### config.mk
export PLATFORM = sky130hd
export DESIGN_NAME = mixed_radix_range_odometer
export DESIGN_NICKNAME = d
export VERILOG_FILES = /design/src/mro_pkg.sv /design/src/mro_ram.sv /design/src/mro_ctrl.sv /design/src/mixed_radix_range_odometer.sv
export VERILOG_INCLUDE_DIRS = /design/src /design/src/src
export SDC_FILE = /design/constraint.sdc
export NUM_CORES = 1
export LEC_CHECK = 0
export BUFFER_PORTS_ARGS = -buffer_cell sky130_fd_sc_hd__buf_2
export CORE_UTILIZATION = 30
export DETAILED_ROUTE_END_ITERATION = 8
export GPL_TIMING_DRIVEN = 0
export PLACE_DENSITY = 0.45
export SETUP_SLACK_MARGIN = 0.4
export SLEW_MARGIN = 25
export SYNTH_ARGS = -nofsm -noshare
export SYNTH_HDL_FRONTEND = slang
export SYNTH_HIERARCHICAL = 1
export SYNTH_SLANG_ARGS = --single-unit
### constraint.sdc
create_clock -name clk_i -period 8 [get_ports clk_i]
set_input_delay 2.4 -clock clk_i [delete_from_list [all_inputs] [get_ports clk_i]]
set_output_delay 2.4 -clock clk_i [all_outputs]
set_load 0.03 [all_outputs]
### src/mixed_radix_range_odometer_assert.svh
// ----------------------------------------------------------------------------
// Assertion macros for the mixed radix range odometer
// Clocked on clk_i; only MRO_ASSERT is off in reset; empty if SYNTH is set.
// ----------------------------------------------------------------------------
`ifndef MIXED_RADIX_RANGE_ODOMETER_ASSERT_SVH
`define MIXED_RADIX_RANGE_ODOMETER_ASSERT_SVH

`ifndef SYNTH
`define MRO_ASSERT(lbl, prop) \
  lbl: assert property (@(posedge clk_i) disable iff (!rst_ni) prop) \
    else $error("odometer assertion failed");
`define MRO_ASSERT_ALWAYS(lbl, prop) \
  lbl: assert property (@(posedge clk_i) prop) \
    else $error("odometer assertion failed");
`else
`define MRO_ASSERT(lbl, prop)
`define MRO_ASSERT_ALWAYS(lbl, prop)
`endif

`endif

### src/mro_pkg.sv
// ----------------------------------------------------------------------------
// mro_pkg
// Shared types and constants of the mixed radix range odometer.
// ----------------------------------------------------------------------------
`default_nettype none

package mro_pkg;

  localparam int MaxDigitsDef = 8;
  localparam int ValueBitsDef = 32;

  localparam int InDataW  = 64;
  localparam int OutDataW = 40;

  localparam logic [1:0] CmdAdd     = 2'd0;
  localparam logic [1:0] CmdRestart = 2'd1;
  localparam logic [1:0] CmdNext    = 2'd2;

  typedef enum logic [1:0] {
    ST_OK    = 2'd0,
    ST_ORDER = 2'd1,
    ST_FULL  = 2'd2,
    ST_END   = 2'd3
  } status_e;

  typedef enum logic [2:0] {
    S_IDLE,
    S_RESP,
    S_RST_RD,
    S_RST_WR,
    S_CAR_RD,
    S_CAR_WR,
    S_EMIT_RD,
    S_EMIT_WR
  } state_e;

  typedef struct packed {
    logic        load;
    status_e     status;
    logic [2:0]  index;
    logic [31:0] value;
    logic        last;
  } res_t;

endpackage

`default_nettype wire

### src/mro_ram.sv
// ----------------------------------------------------------------------------
// mro_ram
// Simple dual port RAM, one write and one registered read per cycle.
// ----------------------------------------------------------------------------
`default_nettype none

module mro_ram #(
  parameter int Width = 32,
  parameter int Depth = 8,
  parameter int AddrW = 3
) (
  input  wire logic             clk_i,
  input  wire logic             we_i,
  input  wire logic [AddrW-1:0] waddr_i,
  input  wire logic [Width-1:0] wdata_i,
  input  wire logic [AddrW-1:0] raddr_i,
  output logic      [Width-1:0] rdata_o
);

  logic [Width-1:0] mem [Depth];

  always_ff @(posedge clk_i) begin
    if (we_i) begin
      mem[waddr_i] <= wdata_i;
    end
  end

  always_ff @(posedge clk_i) begin
    rdata_o <= mem[raddr_i];
  end

endmodule

`default_nettype wire

### src/mro_ctrl.sv
// ----------------------------------------------------------------------------
// mro_ctrl
// Command sequencer: range append, restart sweep, carry walk and digit emit.
// ----------------------------------------------------------------------------
`default_nettype none

module mro_ctrl import mro_pkg::*; #(
  parameter int MaxDigits = MaxDigitsDef,
  parameter int ValueBits = ValueBitsDef,
  parameter int IdxW      = 3,
  parameter int CntW      = 4
) (
  input  wire logic                   clk_i,
  input  wire logic                   rst_ni,
  input  wire logic                   in_valid_i,
  output logic                        in_ready_o,
  input  wire logic [1:0]             cmd_i,
  input  wire logic [31:0]            range_low_i,
  input  wire logic [31:0]            range_high_i,
  input  wire logic                   out_free_i,
  output res_t                        res_o,
  output logic                        bnd_we_o,
  output logic [IdxW-1:0]             bnd_waddr_o,
  output logic [2*ValueBits-1:0]      bnd_wdata_o,
  input  wire logic [2*ValueBits-1:0] bnd_rdata_i,
  output logic                        dig_we_o,
  output logic [ValueBits-1:0]        dig_wdata_o,
  input  wire logic [ValueBits-1:0]   dig_rdata_i,
  output logic [IdxW-1:0]             raddr_o
);

  state_e         state_q, state_d;
  logic [IdxW-1:0] idx_q, idx_d;
  logic [CntW-1:0] cnt_q, cnt_d;
  logic           armed_q, armed_d;
  status_e        st_q, st_d;

  logic                   accept;
  logic [ValueBits+31:0]  lo_ext, hi_ext, val_ext;
  logic [ValueBits-1:0]   lo_v, hi_v, b_lo, b_hi, inc;
  logic [CntW-1:0]        idx_nx;
  logic [IdxW+2:0]        idx_ext;
  logic                   idx_last, order_bad, full, ge;

  assign accept    = in_valid_i && (state_q == S_IDLE);
  assign lo_ext    = {{ValueBits{range_low_i[31]}}, range_low_i};
  assign hi_ext    = {{ValueBits{range_high_i[31]}}, range_high_i};
  assign lo_v      = lo_ext[ValueBits-1:0];
  assign hi_v      = hi_ext[ValueBits-1:0];
  assign order_bad = $signed(lo_v) > $signed(hi_v);
  assign full      = cnt_q == CntW'(MaxDigits);
  assign b_lo      = bnd_rdata_i[ValueBits-1:0];
  assign b_hi      = bnd_rdata_i[2*ValueBits-1:ValueBits];
  assign ge        = $signed(dig_rdata_i) >= $signed(b_hi);
  assign inc       = dig_rdata_i + ValueBits'(1);
  assign idx_nx    = CntW'(idx_q) + CntW'(1);
  assign idx_last  = idx_nx == cnt_q;
  assign idx_ext   = {3'b000, idx_q};
  assign val_ext   = {32'd0, dig_rdata_i};

  always_comb begin
    state_d = state_q;
    unique case (state_q)
      S_IDLE: begin
        if (accept) begin
          unique case (cmd_i)
            CmdRestart: state_d = (cnt_q == '0) ? S_RESP : S_RST_RD;
            CmdNext: begin
              if (cnt_q == '0) begin
                state_d = S_RESP;
              end else begin
                state_d = armed_q ? S_EMIT_RD : S_CAR_RD;
              end
            end
            default: state_d = S_RESP;
          endcase
        end
      end
      S_RST_RD:  state_d = S_RST_WR;
      S_RST_WR:  state_d = idx_last ? S_RESP : S_RST_RD;
      S_CAR_RD:  state_d = S_CAR_WR;
      S_CAR_WR:  state_d = (!ge || idx_last) ? S_EMIT_RD : S_CAR_RD;
      S_EMIT_RD: state_d = S_EMIT_WR;
      S_EMIT_WR: begin
        if (out_free_i) begin
          state_d = idx_last ? S_IDLE : S_EMIT_RD;
        end
      end
      S_RESP: begin
        if (out_free_i) begin
          state_d = S_IDLE;
        end
      end
      default: state_d = S_IDLE;
    endcase
  end

  always_comb begin
    idx_d       = idx_q;
    cnt_d       = cnt_q;
    armed_d     = armed_q;
    st_d        = st_q;
    in_ready_o  = state_q == S_IDLE;
    bnd_we_o    = 1'b0;
    bnd_waddr_o = cnt_q[IdxW-1:0];
    bnd_wdata_o = {hi_v, lo_v};
    dig_we_o    = 1'b0;
    dig_wdata_o = b_lo;
    raddr_o     = idx_q;
    res_o       = '{load: 1'b0, status: st_q, index: 3'd0, value: 32'd0, last: 1'b1};
    unique case (state_q)
      S_IDLE: begin
        if (accept) begin
          idx_d = '0;
          st_d  = ST_OK;
          unique case (cmd_i)
            CmdAdd: begin
              if (order_bad) begin
                st_d = ST_ORDER;
              end else if (full) begin
                st_d = ST_FULL;
              end else begin
                bnd_we_o = 1'b1;
                cnt_d    = cnt_q + CntW'(1);
              end
            end
            CmdRestart: armed_d = 1'b1;
            CmdNext: begin
              if (armed_q) begin
                armed_d = 1'b0;
              end else if (cnt_q == '0) begin
                st_d = ST_END;
              end
            end
            default: st_d = ST_OK;
          endcase
        end
      end
      S_RST_WR: begin
        dig_we_o = 1'b1;
        if (!idx_last) begin
          idx_d = idx_nx[IdxW-1:0];
        end
      end
      S_CAR_WR: begin
        dig_we_o = 1'b1;
        if (ge) begin
          dig_wdata_o = b_lo;
          if (idx_last) begin
            st_d  = ST_END;
            idx_d = '0;
          end else begin
            idx_d = idx_nx[IdxW-1:0];
          end
        end else begin
          dig_wdata_o = inc;
          idx_d       = '0;
        end
      end
      S_EMIT_WR: begin
        if (out_free_i) begin
          res_o = '{load: 1'b1, status: st_q, index: idx_ext[2:0],
                    value: val_ext[31:0], last: idx_last};
          idx_d = idx_last ? '0 : idx_nx[IdxW-1:0];
        end
      end
      S_RESP: begin
        if (out_free_i) begin
          res_o.load = 1'b1;
        end
      end
      default: idx_d = idx_q;
    endcase
  end

  always_ff @(posedge clk_i or negedge rst_ni) begin
    if (!rst_ni) begin
      state_q <= S_IDLE;
      idx_q   <= '0;
      cnt_q   <= '0;
      armed_q <= 1'b0;
      st_q    <= ST_OK;
    end else begin
      state_q <= state_d;
      idx_q   <= idx_d;
      cnt_q   <= cnt_d;
      armed_q <= armed_d;
      st_q    <= st_d;
    end
  end

endmodule

`default_nettype wire

### src/mixed_radix_range_odometer.sv
// ----------------------------------------------------------------------------
// mixed_radix_range_odometer
// Odometer over a table of signed digit ranges held in block RAM.
// ----------------------------------------------------------------------------
// Requests enter on s_axis: add a range, restart the odometer, or step to
// the next combination; tuser carries the command, tdata the bounds of a
// new range. Results leave on m_axis, one per add, restart or undefined
// request, one per digit for next, tlast on the final one; tuser
// carries the status (ok, order error, table full, end of combinations).
// One request is taken at a time; s_axis_tready is high only when the
// sequencer is idle. Add and undefined requests go straight to a response;
// restart sweeps the stored ranges, setting each digit to its low bound;
// next walks the carry up from digit 0 (no walk on the first next after
// restart), then emits every digit; a next with no ranges stored gives a
// single result. The bound and digit RAMs have a registered read, so each
// digit swept, walked or emitted takes a read state and a write or output
// state. A result shows on m_axis in the cycle after the sequencer loads it.
// Reset clears the range count and the first flag; the RAMs need no pass.
// A result waits in the output register while m_axis_tready is low; the
// sequencer holds until that register is free, no result is lost.
// ----------------------------------------------------------------------------
`default_nettype none

module mixed_radix_range_odometer import mro_pkg::*; #(
  parameter int MaxDigits = MaxDigitsDef,
  parameter int ValueBits = ValueBitsDef
) (
  input  wire logic                clk_i,
  input  wire logic                rst_ni,
  input  wire logic                s_axis_tvalid,
  output logic                     s_axis_tready,
  // range_low [31:0], range_high [63:32]
  input  wire logic [InDataW-1:0]  s_axis_tdata,
  // cmd [1:0]
  input  wire logic [1:0]          s_axis_tuser,
  output logic                     m_axis_tvalid,
  input  wire logic                m_axis_tready,
  // digit_index [2:0], digit_value [34:3], zero fill
  output logic [OutDataW-1:0]      m_axis_tdata,
  // status [1:0]
  output logic [1:0]               m_axis_tuser,
  output logic                     m_axis_tlast
);

  localparam int IdxW = (MaxDigits > 1) ? $clog2(MaxDigits) : 1;
  localparam int CntW = $clog2(MaxDigits + 1);

  res_t                    res;
  logic                    out_free;
  logic                    bnd_we, dig_we;
  logic [IdxW-1:0]         bnd_waddr, raddr;
  logic [2*ValueBits-1:0]  bnd_wdata, bnd_rdata;
  logic [ValueBits-1:0]    dig_wdata, dig_rdata;

  logic                    m_valid_q;
  logic [OutDataW-1:0]     m_data_q;
  logic [1:0]              m_user_q;
  logic                    m_last_q;
  logic                    err_res;

  assign out_free = !m_valid_q || m_axis_tready;

  mro_ctrl #(
    .MaxDigits (MaxDigits),
    .ValueBits (ValueBits),
    .IdxW      (IdxW),
    .CntW      (CntW)
  ) u_ctrl (
    .clk_i        (clk_i),
    .rst_ni       (rst_ni),
    .in_valid_i   (s_axis_tvalid),
    .in_ready_o   (s_axis_tready),
    .cmd_i        (s_axis_tuser),
    .range_low_i  (s_axis_tdata[31:0]),
    .range_high_i (s_axis_tdata[63:32]),
    .out_free_i   (out_free),
    .res_o        (res),
    .bnd_we_o     (bnd_we),
    .bnd_waddr_o  (bnd_waddr),
    .bnd_wdata_o  (bnd_wdata),
    .bnd_rdata_i  (bnd_rdata),
    .dig_we_o     (dig_we),
    .dig_wdata_o  (dig_wdata),
    .dig_rdata_i  (dig_rdata),
    .raddr_o      (raddr)
  );

  mro_ram #(
    .Width (2 * ValueBits),
    .Depth (MaxDigits),
    .AddrW (IdxW)
  ) u_bound_ram (
    .clk_i   (clk_i),
    .we_i    (bnd_we),
    .waddr_i (bnd_waddr),
    .wdata_i (bnd_wdata),
    .raddr_i (raddr),
    .rdata_o (bnd_rdata)
  );

  mro_ram #(
    .Width (ValueBits),
    .Depth (MaxDigits),
    .AddrW (IdxW)
  ) u_digit_ram (
    .clk_i   (clk_i),
    .we_i    (dig_we),
    .waddr_i (raddr),
    .wdata_i (dig_wdata),
    .raddr_i (raddr),
    .rdata_o (dig_rdata)
  );

  always_ff @(posedge clk_i or negedge rst_ni) begin
    if (!rst_ni) begin
      m_valid_q <= 1'b0;
    end else if (res.load) begin
      m_valid_q <= 1'b1;
    end else if (m_axis_tready) begin
      m_valid_q <= 1'b0;
    end
  end

  always_ff @(posedge clk_i) begin
    if (res.load) begin
      m_data_q <= {5'd0, res.value, res.index};
      m_user_q <= res.status;
      m_last_q <= res.last;
    end
  end

  assign m_axis_tvalid = m_valid_q;
  assign m_axis_tdata  = m_data_q;
  assign m_axis_tuser  = m_user_q;
  assign m_axis_tlast  = m_last_q;

  assign err_res = (m_axis_tuser == ST_ORDER) || (m_axis_tuser == ST_FULL);

`include "mixed_radix_range_odometer_assert.svh"

  `MRO_ASSERT(a_load_into_free, res.load |-> out_free)
  `MRO_ASSERT(a_no_load_when_idle, s_axis_tready |-> !res.load)
  `MRO_ASSERT(a_error_single, m_axis_tvalid && err_res |-> m_axis_tlast && m_axis_tdata == '0)

endmodule

`default_nettype wire

# After elaboration in Yosys (flattened, before gate mapping)

Memory sizes are Yosys's and may differ from the RTL's. A register that Yosys moved wholly into a read port is not among the register bits.
Index checks and enable logic that the tools add are counted.

Equality and inequality tests: 17
Reduce and logical (&&, ||, !) cells: 19
$lt $le $gt $ge: 2
Muxes and demuxes: 45
Bitwise operators: 2
Add/sub/neg operators: 3

Operator list:

| kind                                                  | number |
|---|---|
| 2-to-1 mux 32 bit                                     | 2 |
| 2-to-1 mux 39 bit                                     | 1 |
| 2-to-1 mux 38 bit                                     | 1 |
| adder 32 x 1 -> 32 bit, second input constant         | 1 |
| >= comparator 32 bit                                  | 1 |
| > comparator 32 bit                                   | 1 |
| 2-to-1 mux 3 bit                                      | 10 |
| case mux 3 bit (8 select lines)                       | 1 |
| 2-to-1 mux 2 bit                                      | 11 |
| 2-to-1 mux 1 bit                                      | 13 |
| == test 3 bit, second input constant                  | 4 |
| case mux 3 bit (4 select lines)                       | 1 |
| case mux 2 bit (2 select lines)                       | 2 |
| AND reduction 4 bit                                   | 2 |
| == test 3 x 2 -> 1 bit, second input constant         | 2 |
| inequality test 2 x 1 -> 1 bit, second input constant | 3 |
| inequality test 2 bit, second input constant          | 3 |
| case mux 3 bit (2 select lines)                       | 1 |
| AND reduction 3 bit                                   | 2 |
| nonzero test 2 bit                                    | 3 |
| AND reduction 5 bit                                   | 1 |
| adder 3 x 1 -> 4 bit, second input constant           | 1 |
| adder 4 x 1 -> 4 bit, second input constant           | 1 |
| == test 4 bit                                         | 1 |
| other kinds (15)                                      | 19 |

Memories kept: 2
Bits in writable memories: 768
Output and inout port bits: 45
Flip-flop bits (word level): 52
Input port bits: 70
Word-level logic and storage cells: 99

Memory list:

| name            | depth | width | rd ports | clocked after memory_dff | wr ports | line          | RTL |
|---|---|---|---|---|---|---|---|
| u_bound_ram.mem | 8     | 64    | 1        | 1                        | 1        | mro_ram.sv:20 | `logic [Width-1:0] mem [Depth];` |
| u_digit_ram.mem | 8     | 32    | 1        | 1                        | 1        | mro_ram.sv:20 |  |

# Depth between registers and ports, before layout

Depth after elaboration: 8
Mapped depth: 12
Gate-level depth less buffers: 12

# Hierarchy

Netlist, hierarchy kept.

Modules (own cells, without submodules):

| module                     | seq. area each (sq um) | cells each | area an instance (sq um) | instances |
|---|---|---|---|---|
| mro_ram at u_bound_ram     | 16656.0                | 816        | 20547.2                  | 1 |
| mro_ram at u_digit_ram     | 8328.0                 | 415        | 10466.3                  | 1 |
| mro_ctrl                   | 325.3                  | 616        | 4216.5                   | 1 |
| mixed_radix_range_odometer | 1166.1                 | 47         | 1229.9                   | 1 |

# Least setup slack after synthesis

No wires, ideal clock.

Kind: input to register
Start point: input port s_axis_tdata[63]
End point: memory u_bound_ram/mem[0][0] (netlist bit), enable pin
Buffers on the path: 1
Library setup time: 0.565 ns
Stages: 12
Required time: 7.435 ns
Setup slack: -0.860 ns
Arrival time: 8.295 ns
Cells stage by stage: inv_1 > ha_1 > buf_2 > nand4_1 > nor4b_1 > nor2_1 > a211oi_1 > o21a_1 > nor2_1 > inv_1 > nand2b_1 > nor3_1

Cells in the longest elaborated chain, start to end: 7

Ends and longest elaborated chain:

| element                                | line                             | RTL |
|---|---|---|
| start: declaration                     | mixed_radix_range_odometer.sv:33 | `input wire logic [InDataW-1:0] s_axis_tdata,` |
| > comparator 32 bit                    | mro_ctrl.sv:50                   | `assign order_bad = $signed(lo_v) > $signed(hi_v);` |
| 2-to-1 mux 1 bit                       | mro_ctrl.sv:118                  | `if (order_bad) begin` |
| 2-to-1 mux 1 bit                       | mro_ctrl.sv:116                  | `unique case (cmd_i)` |
| 2-to-1 mux 1 bit                       | mro_ctrl.sv:113                  | `if (accept) begin` |
| 2-to-1 mux 1 bit                       | mro_ctrl.sv:111                  | `unique case (state_q)` |
| via bnd_we                             | mixed_radix_range_odometer.sv:50 | `logic bnd_we, dig_we;` |
| 2-to-1 mux 1 bit                       | mro_ram.sv:23                    | `if (we_i) begin` |
| 2-to-1 mux 1 bit (implied by the code) | mro_ram.sv:24                    | `mem[waddr_i] <= wdata_i;` |
| end: declaration                       | mro_ram.sv:20                    |  |

The timed path passes the listed nets, and every way through them passes these cells.

# Final worst setup path

Start point: input port s_axis_tdata[63]
End point: memory u_bound_ram/mem[4][10] (netlist bit), enable pin

Same word-level chain as after synthesis.

==> key figures <==
Synthesis
  • Post-Syn Area per Cell: a little under 20 um^2
  • Library cell with the highest instance count after synthesis: sky130_fd_sc_hd__edfxtp_1
  • Fraction of the yosys area taken by sequential cells: between 70% and 80%
  • Fraction of synthesized cell area taken by the top area cell type: 66.4%
  • Yosys warns: 6
  • Number of distinct library cell variants in the gate-level netlist after synthesis: 53
  • Fraction of synthesized area in multiplexers: 15.4%
  • Number of register bits inferred by synthesis: between 900 and 1000
  • Synth top cells by count: sky130_fd_sc_hd__edfxtp_1 (806), sky130_fd_sc_hd__mux4_2 (152), sky130_fd_sc_hd__mux2_2 (100)
  • Fraction of synthesized cell area in xor and xnor cells: 0.937%
  • Number of standard cells after synthesis: between 1500 and 2000
  • Cells taking the most area after synthesis: sky130_fd_sc_hd__edfxtp_1 (66%), sky130_fd_sc_hd__mux4_2 (9.4%), sky130_fd_sc_hd__dfxtp_1 (5.3%)
  • Synth Area in Compound Gates: 1.77%
  • Number of flops mapped to enable cells by yosys: about 810
  • Leading register cell type out of synthesis: sky130_fd_sc_hd__edfxtp_1
  • Share of synthesized cell area in and, or, nand and nor gates: ~3.3%
  • Mapped cell area: 36500 um^2
  • Cell taking the most area after synthesis: sky130_fd_sc_hd__edfxtp_1
  • Fraction of the mapped netlist area in adder cells: 2.44%
  • Post-synth ARST share: 1.53%
  • Main combinational cell family by area after synthesis: multiplexers

Clocking
  • Maximum clock path buffer count: 3
  • Setup bufs post-CTS: 0
  • TritonCTS clock tree: built
  • CTS clk-pin slew, worst paths: around 0.06 ns
  • # hold bufs at CTS: 0
  • H-tree depth: 3
  • Post_cts resized: 0
  • Later-pin clock latency in the skew report: around 0.68 ns
  • Number of clock buffers inserted by TritonCTS: 97
  • Clock root buffer: sky130_fd_sc_hd__clkbuf_16
  • Total number of clock tree sinks: around 920

STA
  • Timing-limited maximum frequency: roughly 150 MHz
  • Relative max-transition margin: between 30% and 40%
  • Worst-case setup margin in the final layout: approximately 1.3 ns
  • Setup Skew: between 0.03 and 0.04 ns
  • Final number of hold-violating endpoints: 0
  • Setup TNS: 0 ns
  • Final hold slack: 0.479 ns
  • Setup repair after global routing missed its margin: no
  • Pins over their slew limit: 0
  • Clock period minus final worst setup slack: between 6 and 7 ns
  • Pin slew with the least headroom to its limit: between 1 and 1.5 ns
  • Portion of the clock cycle consumed by the worst path in the final layout: 83.4%
  • Finish-stage setup viols: 0

Floorplan
  • Placeable core region: 120000 um^2
  • Initial standard-cell utilization of the core: between 30% and 40%
  • Standard-cell row count: ~130
  • Die height: roughly 350 um
  • I/O pin total: ~120
  • Die Footprint: around 120000 um^2
  • Die width: around 350 um

Placement
  • HPWL after DPL: just under 70000 um
  • Area after detailed placement: 40300 um^2
  • Setup slack at placement: 0.616 ns
  • Weighted congestion at the end of routability-driven global placement: between 0.8 and 0.9
  • Total placed cells including tap cells: approximately 3700
  • Total of buffers placed on input and output ports: approximately 110

Critical path
  • CP Launch Type: input port
  • FF-to-FF Start: u_digit_ram/rdata_o[13]
  • Data required, critical path: 8.38 ns
  • Class of the most critical setup path: in2reg
  • Critical Path Source: s_axis_tdata[63]
  • Arrival time reported for the critical path endpoint: about 7.1 ns
  • Critical Path End Type: register
  • Maximum fanout encountered on the critical timing path: 11

Worst hold path
  • Class of the most critical hold timing path: reg2reg
  • Hold_sp: u_ctrl/st_q[1]

Pwr
  • Overall power of the completed layout: between 10 and 15 mW
  • Switching portion of total power: 29.7%
  • Pint: 9.85 mW
  • Cell leakage power: 14.6 nW
  • Share of total power in sequential cells: roughly 46%
  • Sw power: between 4 and 5 mW
  • Combinational Power Share: 21.3%
  • Power per standard cell area: between 300 and 400 nW/um^2
  • Fraction of power consumed by the clock network: 32.4%
  • Highest ir drop seen on vdd: about 180 uV

Final layout
  • Final std cell area, no fill: approximately 43000 um^2
  • Final cell count without fillers: ~3900
  • Total area of sequential cells: around 26000 um^2
  • Number of antenna repair diodes: 0
  • Total area of multi-input combinational cells: 8840 um^2
  • Fill cell total of the finished layout: about 11000
  • Count of nets after finishing: around 2300
  • Ratio of cells with drive above 1 in the final layout: a little under a third
  • Fin util: roughly 36%
  • Area delta synth->final: 19.3%

Routing
  • Drt wl/cell: between 20 and 25 um
  • First drt pass iteration count: 5
  • Residual DRC count: 0
  • Vias/cell: between 4 and 5
  • Routed via count: roughly 18000
  • Number of violations reported at the end of detailed-routing iteration 0: ~1300
  • Count of antenna-violating nets left after detailed routing: 0
  • Routed wire length: roughly 96000 um

Global route
  • Final global-route overflow total: 0
  • Number of antenna violations at the first check in global routing: 10
  • Wire length of the first global-routing pass: around 140000 um
  • Number of global-route vias before repair: approximately 19000
  • GRT Overall Usage: 15.8%
  • Maximum number of pins on one net before global-route repair: 31

Status
  • Run status: finished clean

Run
  • Max-cap check violation count: 0
routing by layer:
metal / vias to the layer above / GRT usage [%] / wire [um]
li1: 8024 / - / -
met1: 9601 / 21.2 / 43300
met2: 407 / 26.8 / 47300
met3: 121 / 2.08 / 3230
met4: 0 / 4.49 / 2330
met5: - / 0 / 0
critical path, stage by stage:
cell,delay [ns]
sky130_fd_sc_hd__buf_2,0.19
sky130_fd_sc_hd__inv_1,0.07
sky130_fd_sc_hd__ha_1,0.26
sky130_fd_sc_hd__buf_2,0.20
sky130_fd_sc_hd__a21oi_1,0.14
sky130_fd_sc_hd__o21ai_0,0.38
sky130_fd_sc_hd__nor3_1,0.85
sky130_fd_sc_hd__a21oi_1,0.39
sky130_fd_sc_hd__nor3_1,0.34
sky130_fd_sc_hd__nor2_1,0.14
sky130_fd_sc_hd__inv_1,0.09
sky130_fd_sc_hd__nand2_1,0.22
sky130_fd_sc_hd__nor3_4,0.52
sky130_fd_sc_hd__buf_6,0.27
sky130_fd_sc_hd__buf_8,0.17
sky130_fd_sc_hd__buf_8,0.16
sky130_fd_sc_hd__buf_6,0.20
placed cells by master, fill, tap and decap left out, types with 45 or more instances in the layout:
cell                        Yosys  routed
sky130_fd_sc_hd__buf_4         79      90
sky130_fd_sc_hd__clkbuf_1      18      45
sky130_fd_sc_hd__inv_1         81      81
sky130_fd_sc_hd__buf_2         14     123
sky130_fd_sc_hd__edfxtp_1     806     806
sky130_fd_sc_hd__clkbuf_16      0      98
sky130_fd_sc_hd__mux4_2       152     152
sky130_fd_sc_hd__ha_1          71      71
sky130_fd_sc_hd__nor2_1        69      56
sky130_fd_sc_hd__mux2_2       100     100
sky130_fd_sc_hd__dfxtp_1       96      96
sky130_fd_sc_hd__a21oi_1       64      64
layout make-up:
cell class,instances,area share (%)
well taps,1612,4.64
repair buffers,171,3.89
plain buffers,142,2.28
clock inverters,55,1.34
inverters,81,0.699
flip-flops and latches,916,60.9
multi-input cells,759,20.3
clock buffers,128,5.97
sequential cells by signal (all words and copies together), names as in the netlist:
signal,count
u_digit_ram/rdata_o,32
m_axis_tlast,1
u_ctrl/state_q,3
u_bound_ram/mem,512
u_bound_ram/rdata_o,64
u_digit_ram/mem,256
u_ctrl/cnt_q,4
m_axis_tdata,35
u_ctrl/armed_q,1
m_axis_tuser,2
u_ctrl/raddr_o,3
m_axis_tvalid,1
u_ctrl/st_q,2
kinds of logic after synthesis:
group | Yosys count
flops | 916
mux | 293
simple gates | 240
buf+inv | 223
compound gates | 111
fa+ha+maj | 71
xor+xnor | 39
other cells | 1
power groups by stage:
stage	Combinational (mW)	Clock (mW)	Sequential [mW]
finish	2.98	4.53	6.50
global placement	2.85	0	6.62
global route	3.25	4.81	6.54
detailed placement	3.01	0	6.61
floorplan	1.89	0	6.42
CTS	3.02	4.65	6.50
worst paths after layout:
check                                         endpoint  slack [ns]  cells after the start
worst max register to register  u_digit_ram/mem[7][29]        3.80                     11
worst min register to register         m_axis_tuser[1]        0.48                      0
worst max-delay path            u_bound_ram/mem[4][10]        1.32                     17
min in group asynchronous              u_ctrl/cnt_q[1]        1.62                      1
max in group asynchronous            u_ctrl/raddr_o[0]        6.11                      1
worst min-delay path                   m_axis_tuser[1]        0.48                      0
No activity file was read; power rests on OpenSTA's default activity.
